File: config.mk
export PLATFORM = sky130hd
export DESIGN_NAME = idct_lane
export DESIGN_NICKNAME = d
export VERILOG_FILES = /design/src/hw/rtl/idct_pkg.sv /design/src/hw/rtl/idct_lane.sv
export SDC_FILE = /design/constraint.sdc
export NUM_CORES = 2
export LEC_CHECK = 0
export BUFFER_PORTS_ARGS = -buffer_cell sky130_fd_sc_hd__buf_2
export CORE_MARGIN = 1
export CORE_UTILIZATION = 50
export CTS_BUF_LIST = sky130_fd_sc_hd__clkbuf_16
export DETAILED_ROUTE_END_ITERATION = 10
export PLACE_DENSITY = 0.72
export SKIP_LAST_GASP = 1
export SLEW_MARGIN = 10
export SYNTH_ARGS = -nofsm -noshare
export SYNTH_HDL_FRONTEND = slang
export SYNTH_SLANG_ARGS = --single-unit
File: constraint.sdc
create_clock -name clk_i -period 17.45 [get_ports clk_i]
set_input_delay 5.235 -clock clk_i [delete_from_list [all_inputs] [get_ports clk_i]]
set_output_delay 5.235 -clock clk_i [all_outputs]
set_load 0.05 [all_outputs]
File: src/hw/rtl/idct_pkg.sv
`timescale 1ns / 1ps
package idct_pkg;

  localparam int COEF_W = 16;
  localparam int PIX_W = 8;
  // Value widths after the vertical and the horizontal pass.
  localparam int T_W = COEF_W + 2;
  localparam int H_W = T_W + 2;

  localparam int K_W = 16;
  localparam int K_SHIFT = 16;
  localparam logic signed [K_W:0] K_COS_S = 17'sd20091;
  localparam logic signed [K_W:0] K_SIN_S = 17'sd35468;

  localparam int ROUND_BIAS = 4;
  localparam int ROUND_SHIFT = 3;
  localparam int PIX_MAX = 255;

  localparam int ROW_W = 2;
  localparam logic [ROW_W-1:0] LAST_ROW = 2'd3;

  localparam int CNT_W = 3;
  localparam logic [CNT_W-1:0] CALC_LAT = 3'd4;

  typedef struct packed {
    logic             load;
    logic [ROW_W-1:0] row;
  } merge_ctrl_t;

endpackage

File: src/hw/rtl/idct_lane.sv
`timescale 1ns / 1ps
module idct_lane import idct_pkg::*; #(
  parameter int IW = 16
) (
  input  logic                 clk_i,
  input  logic signed [IW-1:0] v_i [4],
  output logic signed [IW+1:0] o_o [4]
);

  localparam int MW = IW + 1;
  localparam int OW = IW + 2;
  localparam int PW = IW + K_W + 1;

  logic signed [PW-1:0] p_sin1, p_cos1, p_sin3, p_cos3;
  logic signed [MW-1:0] a_q, b_q, sin1_q, cos1_q, sin3_q, cos3_q;
  logic signed [IW-1:0] v1_q, v3_q;
  logic signed [OW-1:0] c_d, d_d;
  logic signed [OW-1:0] o_q [4];

  assign p_sin1 = v_i[1] * K_SIN_S;
  assign p_cos1 = v_i[1] * K_COS_S;
  assign p_sin3 = v_i[3] * K_SIN_S;
  assign p_cos3 = v_i[3] * K_COS_S;

  // First stage: products with the shift applied, and the even half.
  always_ff @(posedge clk_i) begin
    a_q    <= MW'(v_i[0]) + MW'(v_i[2]);
    b_q    <= MW'(v_i[0]) - MW'(v_i[2]);
    sin1_q <= p_sin1[PW-1:K_SHIFT];
    cos1_q <= p_cos1[PW-1:K_SHIFT];
    sin3_q <= p_sin3[PW-1:K_SHIFT];
    cos3_q <= p_cos3[PW-1:K_SHIFT];
    v1_q   <= v_i[1];
    v3_q   <= v_i[3];
  end

  always_comb begin
    c_d = OW'(sin1_q) - (OW'(v3_q) + OW'(cos3_q));
    d_d = (OW'(v1_q) + OW'(cos1_q)) + OW'(sin3_q);
  end

  // Second stage: butterfly.
  always_ff @(posedge clk_i) begin
    o_q[0] <= OW'(a_q) + d_d;
    o_q[1] <= OW'(b_q) + c_d;
    o_q[2] <= OW'(b_q) - c_d;
    o_q[3] <= OW'(a_q) - d_d;
  end

  assign o_o = o_q;

endmodule

==> results.cfg <==
[placement]
portBuffers = 136
routabilityCongestion = 0.896
pre_cts_ws_ps = 6010
placed_cell_area_mm2 = 0.0299
dp_hpwl_um = 54000

[yosys]
synth_xor_area_frac = 0.0691
netlist_top_cells_area = fa_1 27%, ha_1 26%, dfxtp_1 14%
synth-compound-area-share = 0.0914
synth_top_flop_cell = dfxtp_1
ys_types = 77
yosys.area_share.simple = 0.0557
synthMuxAreaShare = 0.00353
synth_area_per_cell_um2 = 9.67
synth_edf_count = 0
yosysTopAreaCell = fa_1
syn-cell-area_mm2 = 0.0284
synth_seq_area_share = 0.142
yosysWarningCount = 0
ys_ff_latch = 201
synth_top_family_by_area = adder cells
synthAdderAreaFrac = 0.530
netlist.area_leader.share = 0.274
postSynthCellCount = 2935
async_flop_share = 0
syn_nets = 3969

[timing]
whs_ps = 639
final_hold_viol_count = 0
setup_viol = 0
fin_skew_ps = 29.8
worst_pin_slew_ps = 763
rsz0062_at_grt = false
max_slew_margin = 0.491
fmax_ghz = 0.0920
finalSetupTns_ps = 0
setup_ws_ps = 6580
finalCritPeriodShare = 0.623
finalMaxSlewViolations = 0
fin_crit_ps = 10870

[worst_hold_path]
hold_path.class = register to register
hold_depth = 3

[clock_tree]
htree_num_levels = 1
insertion_delay_ps = 560
cts_resized = 0
cts.sinks = 201
clock-root-buffer = clkbuf_16
post-cts-setup-buffers = 0
tritoncts = done
ctsHoldBuffers = 0
cts_buffers = 24
path_clk_slew_ps = 60
clk_path_buf_depth = 3

[setup_path]
crit_path_max_fanout = 11
rrSetupSlack_ps = 12570
endpoint_kind = register
cp.depth = 22
r2r_cells = 19
timing.rr.start = cos1_q[2]$_DFF_P_
critical_path_class = input port to register
critPathTopFamily = adder cells
reg2reg_to = o_o[17]$_DFF_P_
crit_top_cell = fa_1
slowest_stage = fa_1
critPathLaunchType = input port
crit_start = v_i[7]
cp.required_ps = 17860
crit_end = cos3_q[15]$_DFF_P_
slowest_delay_ps = 540
crit_buf_inv = 5
worstPathArrival_ps = 11270
path_cells = buf_2 -> inv_1 -> fa_1 -> fa_1 -> inv_1 -> fa_1 -> fa_1 -> fa_1 -> inv_1 -> fa_1 -> inv_1 -> ha_1 -> nand3_1 -> o22ai_1 -> o21ai_0 -> a21oi_1 -> nor3_2 -> o21ai_1 -> a31oi_2 -> o31ai_1 -> o21ai_0 -> xnor2_1

[die]
start_util = 0.510
fp-row-count = 86
die_area_mm2 = 0.0577
dieWidth_um = 240
chipHeight_um = 240
core-area_mm2 = 0.0556
pin_count = 137

[layout]
area_delta_synth_final_pct = 8.50
fill_cells = 4859
drive_above_1_share = 0.0711
regArea_mm2 = 0.00402
stdcell_area_mm2 = 0.0308
final_nets = 4110
multi_input_comb_area_mm2 = 0.0213

[grt]
grt_max_degree = 57
antenna_found_initial = 5
grt_pass1_wl_um = 102000
grt_pass1_vias = 19800
grt_use_total = 0.226
grt_overflow = 0

[drt]
wl_per_cell_um = 16.4
wirelength_um = 63200
drt_iter0_drc = 1100
drc = 0
viasPerCell = 5.03
dr.pass1.iters = 5
drtAntennaViolNets = 0
via_count = 19300

[job]
drv_cap = 0

[outcome]
outcome = completed
[routing by layer]
| metal | vias to the layer above | track usage | share of wire |
|---|---|---|---|
| met4 | 2 | 0.0606 | 0.023 |
| met2 | 408 | 0.374 | 0.46 |
| met3 | 82 | 0.0293 | 0.051 |
| met1 | 9340 | 0.311 | 0.47 |
| met5 | - | 0 | 0.00030 |
| li1 | 9506 | - | - |
[worst min path at each step]
stage                           endpoint           start  slack [ps]
final                     o_o[0]$_DFF_P_  b_q[0]$_DFF_P_         640
after CTS                 o_o[0]$_DFF_P_  b_q[0]$_DFF_P_         650
after floorplan           o_o[0]$_DFF_P_  b_q[0]$_DFF_P_         570
after detailed placement  o_o[0]$_DFF_P_  b_q[0]$_DFF_P_         640
after global placement    o_o[0]$_DFF_P_  b_q[0]$_DFF_P_         630
after global routing      o_o[0]$_DFF_P_  b_q[0]$_DFF_P_         670
[kinds of logic after synthesis]
group	after synthesis
xor+xnor	224
flops	201
mux	10
simple gates	327
fa+ha+maj	969
buf+inv	817
compound gates	387
[cells in the final DEF (no fill, tap or decap), types with 12 or more instances in the layout]
master     Yosys  layout
and3_1        13      13
nor3_1        33      33
o21a_1        20      20
a21o_1        32      32
a211oi_1      12      12
nand2_1       43      43
xnor2_1      162     162
dfxtp_1      201     201
nand4_1       17      17
fa_1         389     389
ha_1         580     580
xor2_1        62      62
o21ai_0       66      66
nor2b_1       24      24
inv_1        790     790
clkbuf_16      0      24
nand2b_1      21      21
o21bai_1      27      27
buf_2          0     136
nand3_1       16      16
nor2_1       125     125
a21oi_1      129     129
[cell type report]
cell class | count | area share
tap | 748 | 0.0304
antenna | 2 | 0.000163
timing repair buffer | 140 | 0.0231
multi-input combinational | 1917 | 0.691
clock inverter | 20 | 0.00853
inverter | 792 | 0.0965
clock buffer | 24 | 0.0195
sequential | 201 | 0.131
[stage by stage]
stage                util  std cells
floorplan               -       2935
global placement    0.538       3798
detailed placement  0.538       3798
CTS                 0.553       3842
global route        0.553       3842
finish              0.554       3844
[synth_stat cells (21+ instances only)]
cell / instances
nor2_1: 125
dfxtp_1: 201
nand2b_1: 21
a21o_1: 32
nor2b_1: 24
o21ai_0: 66
o21bai_1: 27
xnor2_1: 162
inv_1: 790
a21oi_1: 129
fa_1: 389
ha_1: 580
nand2_1: 43
nor3_1: 33
xor2_1: 62
[sequential cells by signal (all words and copies together), names as in the netlist]
| name | count |
|---|---|
| o_o | 70 |
| b_q | 17 |
| sin1_q | 17 |
| sin3_q | 17 |
| a_q | 16 |
| cos1_q | 16 |
| cos3_q | 16 |
| v1_q | 16 |
| v3_q | 16 |
[worst register-to-register path, delay by kind of cell (launching register included)]
| kind | cells | cell delay (ps) |
|---|---|---|
| xor gates and xnor gates | 2 | 340 |
| DFF | 1 | 310 |
| AOI/OAI and AO/OA | 11 | 2010 |
| adders and majority gates | 3 | 1280 |
| and+or+nand+nor | 3 | 840 |
Power is not shown: default switching activity piles up to over one toggle a cycle in this logic, so the estimate is an artifact.
