`src/hw/rtl/idct_pkg.sv`:
```
`timescale 1ns / 1ps
package idct_pkg;

  localparam int COEF_W = 16;
  localparam int PIX_W = 8;
  // Value widths after the vertical and the horizontal pass.
  localparam int T_W = COEF_W + 2;
  localparam int H_W = T_W + 2;

  localparam int K_W = 16;
  localparam int K_SHIFT = 16;
  localparam logic signed [K_W:0] K_COS_S = 17'sd20091;
  localparam logic signed [K_W:0] K_SIN_S = 17'sd35468;

  localparam int ROUND_BIAS = 4;
  localparam int ROUND_SHIFT = 3;
  localparam int PIX_MAX = 255;

  localparam int ROW_W = 2;
  localparam logic [ROW_W-1:0] LAST_ROW = 2'd3;

  localparam int CNT_W = 3;
  localparam logic [CNT_W-1:0] CALC_LAT = 3'd4;

  typedef struct packed {
    logic             load;
    logic [ROW_W-1:0] row;
  } merge_ctrl_t;

endpackage

```
`src/hw/rtl/idct_merge.sv`:
```
`timescale 1ns / 1ps
module idct_merge import idct_pkg::*; (
  input  logic                    clk_i,
  input  merge_ctrl_t             ctl_i,
  input  logic signed [H_W-1:0]   h_i [4][4],
  input  logic        [PIX_W-1:0] pred_i [4][4],
  output logic        [PIX_W-1:0] pix_o [4],
  output logic        [ROW_W-1:0] row_o,
  output logic                    last_o
);

  localparam int RW = H_W + 1;

  logic signed [RW-1:0]    rnd [4];
  logic signed [RW-1:0]    sum [4];
  logic        [PIX_W-1:0] pix_d [4];
  logic        [PIX_W-1:0] pix_q [4];
  logic        [ROW_W-1:0] row_q;
  logic                    last_q;

  // Round, add the prediction and clip, for the row being loaded.
  always_comb begin
    for (int j = 0; j < 4; j++) begin
      rnd[j] = (RW'(h_i[ctl_i.row][j]) + RW'(ROUND_BIAS)) >>> ROUND_SHIFT;
      sum[j] = rnd[j] + RW'($signed({1'b0, pred_i[ctl_i.row][j]}));
      if (sum[j] < 0) begin
        pix_d[j] = '0;
      end else if (sum[j] > RW'(PIX_MAX)) begin
        pix_d[j] = PIX_W'(PIX_MAX);
      end else begin
        pix_d[j] = sum[j][PIX_W-1:0];
      end
    end
  end

  always_ff @(posedge clk_i) begin
    if (ctl_i.load) begin
      pix_q  <= pix_d;
      row_q  <= ctl_i.row;
      last_q <= (ctl_i.row == LAST_ROW);
    end
  end

  assign pix_o  = pix_q;
  assign row_o  = row_q;
  assign last_o = last_q;

endmodule

```
`config.mk`:
```
export PLATFORM = sky130hd
export DESIGN_NAME = idct_merge
export DESIGN_NICKNAME = d
export VERILOG_FILES = /design/src/hw/rtl/idct_pkg.sv /design/src/hw/rtl/idct_merge.sv
export SDC_FILE = /design/constraint.sdc
export NUM_CORES = 1
export LEC_CHECK = 0
export BUFFER_PORTS_ARGS = -buffer_cell sky130_fd_sc_hd__clkbuf_2
export CORE_AREA = 3 3 188 190
export CTS_BUF_LIST = sky130_fd_sc_hd__clkbuf_4
export DETAILED_ROUTE_END_ITERATION = 8
export DIE_AREA = 0 0 191 193
export HOLD_SLACK_MARGIN = 0.02
export PLACE_DENSITY = 0.55
export SLEW_MARGIN = 20
export SYNTH_ARGS = -nofsm -noshare
export SYNTH_HDL_FRONTEND = slang
export SYNTH_SLANG_ARGS = --single-unit
```
`constraint.sdc`:
```
create_clock -name clk_i -period 10.95 [get_ports clk_i]
set_input_delay 1.095 -clock clk_i [delete_from_list [all_inputs] [get_ports clk_i]]
set_output_delay 1.095 -clock clk_i [all_outputs]
set_load 0.005 [all_outputs]
```
==> flow_summary.json <==
{
  "synth_warnings": 0,
  "fill_cells": 3573,
  "worstSetupEndpointType": "flip-flop",
  "synth_top_area_share": 0.258,
  "startpoint": "ctl_i[0]",
  "cap_violations": 0,
  "num_rows": 67,
  "grt_pass1_wl_mm": 42.0,
  "status": "finished, final reports clean",
  "dp_cells": 1597,
  "drtIter0Drc": 351,
  "placedInstanceArea_um2": 10100,
  "numClockSinks": 35,
  "io_pins": 487,
  "crit_top_cell": "a21oi_1",
  "max_freq_ghz": 0.165,
  "hold_viol": 0,
  "multi_input_area_um2": 6070,
  "ctsHoldBuffers": 0,
  "crit_required_ns": 11.05,
  "synth_cell_type_count": 83,
  "p_per_area_nw_per_um2": 74.6,
  "slew_viol_final": 0,
  "syn_nets": 1216,
  "hold_path.class": "input pin to flip-flop",
  "fin_tns_setup_ns": 0,
  "synthCells": 724,
  "p_sw_mw": 0.314,
  "final_util": 0.303,
  "async_reset_ff_frac": 0,
  "fin_cells": 1607,
  "portBuffers": 454,
  "slowest_delay_ns": 0.71,
  "ys_top_cells_by_count": "mux4_2 (86), xnor2_1 (51), nand2_1 (50)",
  "ys_ff_latch": 35,
  "nets": 1648,
  "ctsLongestPathBuffers": 2,
  "slew_headroom": 0.294,
  "cts_tree": "built",
  "synth.avg_cell_area_um2": 10.4,
  "path_cells": "buf_6 > buf_4 > mux4_1 > ha_1 > nand4_1 > nand2b_1 > xnor2_1 > ha_1 > nand2_1 > a21oi_1 > o311ai_0 > nand3_1 > xor2_1 > mux2i_1 > a21oi_1 > nor4_4 > a21oi_1",
  "wirelength_mm": 28.3,
  "synthTopCellsByArea": "mux4_2 (26%), edfxtp_1 (14%), mux4_1 (6.3%)",
  "synth_edf_count": 35,
  "design_area_um2": 10200,
  "internal_power_mw": 0.446,
  "setup_ws_ns": 4.89,
  "pre_cts_ws_ns": 4.42,
  "layout-drive-gt1-share": 0.494,
  "grt_pass1_vias": 8065,
  "grt_setup_unrepaired": "false",
  "antenna_found_initial": 2,
  "tightestPinTransition_ns": 1.06,
  "synthFlopType": "edfxtp_1",
  "wl_per_cell_um": 17.6,
  "worst_ir_drop_vdd_uv": 28.5,
  "cts_root_buf": "clkbuf_4",
  "leakagePower_nw": 4.53,
  "startpoint_type": "input pin",
  "cpMaxStageDelayCell": "mux4_1",
  "power_frac_comb": 0.678,
  "gp_congestion": 0.835,
  "cp.arrival_ns": 6.15,
  "critPathCapture": "pix_o[9]",
  "path_class": "input pin to flip-flop",
  "htreeDepth": 2,
  "grtUsageTotal": 0.144,
  "dp_hpwl_mm": 24.7,
  "seqCellArea_um2": 1050,
  "routed_via_density": 4.95,
  "ys_seq_area_frac": 0.140,
  "yosysMostFrequentCell": "mux4_2",
  "setup_viol": 0,
  "grt_max_degree": 42,
  "start_util": 0.223,
  "die_y_um": 193,
  "synthesis.area_um2": 7490,
  "post_cts_buffers": 0,
  "die_area_um2": 36900,
  "switching_share": 0.413,
  "seqPwrFrac": 0.222,
  "ctsResizeCount": 0,
  "grt_overflow": 0,
  "pwr-share-clk": 0.101,
  "period_needed_ns": 6.06,
  "fp.dieW_um": 191,
  "cp_max_fo": 41,
  "dr.pass1.iters": 5,
  "post-route-period-util": 0.553,
  "yosysTopAreaCell": "mux4_2",
  "num_vias": 7949,
  "route.detailed.drc": 0,
  "synthToLayoutAreaGrowth_pct": 35.8,
  "numCtsBuffers": 5,
  "core-area_um2": 33600,
  "clk_pin_slew_ns": 0.13,
  "drtAntennaViolNets": 0
}
metal layers:
metal,up-vias,routed length [µm],track usage,part of all wire
li1,3788,-,-,-
met1,3760,11000,0.169,0.39
met2,363,14400,0.268,0.51
met3,38,2100,0.0235,0.074
met4,0,802,0.0477,0.028
met5,-,0,0,0
worst min path at each step:
stage | start | end | slack, ns | cells after the start
3_3_place_gp | pix_o[22] | pix_o[22] | 1.50 | 1
4_1_cts | ctl_i[0] | row_o[0] | 1.09 | 1
3_5_place_dp | pix_o[25] | pix_o[25] | 1.50 | 1
6_report | ctl_i[0] | row_o[0] | 1.12 | 1
5_1_grt | ctl_i[0] | row_o[0] | 1.10 | 1
2_1_floorplan | ctl_i[0] | row_o[0] | 1.19 | 0
cells in the final DEF, fill, tap and decap left out, types with 6 or more instances in the layout:
master,synthesis,routed
clkbuf_4,0,6
edfxtp_1,35,35
nand3b_1,6,6
and3_1,7,7
ha_1,36,36
xnor2_1,51,51
nand4_1,19,19
xor2_1,20,20
nor2_1,44,44
nor3_1,18,18
nand3_1,30,30
clkbuf_2,1,452
inv_1,32,32
a21oi_1,33,33
nor2b_1,7,7
mux2i_1,9,9
a31oi_1,12,12
a21o_1,11,11
and2_1,8,8
nor4_1,7,7
mux4_1,18,18
nand2b_1,12,12
nand2_1,50,50
mux4_2,86,86
o21a_1,24,24
o21ai_0,24,24
power groups by stage:
| stage | registers (mW) | clock network (mW) | logic (mW) |
|---|---|---|---|
| finish | 0.168 | 0.0765 | 0.515 |
| global route | 0.170 | 0.0877 | 0.575 |
| CTS | 0.168 | 0.0833 | 0.520 |
| detailed placement | 0.172 | 0 | 0.516 |
| global placement | 0.171 | 0 | 0.510 |
| floorplan | 0.174 | 0 | 0.349 |
state kept, by name (all words and copies together), names as in the netlist:
register and cells:
pix_o 32, row_o 2, last_o 1
stage by stage:
stage	hold WS [ns]	power (mW)
2_1_floorplan	1.19	0.523
3_3_place_gp	1.50	0.681
3_5_place_dp	1.50	0.688
4_1_cts	1.09	0.772
5_1_grt	1.10	0.833
6_report	1.12	0.759
area by class of cell:
cell class,count,area share
antenna,2,0.000492
clock buffer,6,0.00443
clock inverter,2,0.000738
inverter,32,0.0118
multi-input combinational,624,0.597
sequential,35,0.103
tap,448,0.0551
timing repair buffer,458,0.227
worst max-delay path, delay by kind of cell:
kind                     cells  cell delay (ns)
XOR/XNOR                     2             0.35
AO/OA/AOI/OAI                4             0.66
AND/OR/NAND/NOR              5             1.47
multiplexers                 2             0.93
adder cells (fa/ha/maj)      2             0.56
buffers and inverters        2             0.95
logic make-up (layout without fill, tap and decap cells):
kind of cell,Yosys count,in the layout,synth area share
buffers and inverters,65,498,0.0503
multiplexers,116,116,0.338
flip-flops,35,35,0.140
AND/OR/NAND/NOR,243,243,0.177
other,0,2,0
AO/OA/AOI/OAI,154,154,0.141
XOR/XNOR,71,71,0.0830
adder cells (fa/ha/maj),40,40,0.0708
Note: power is estimated with default switching activity, not from simulation.
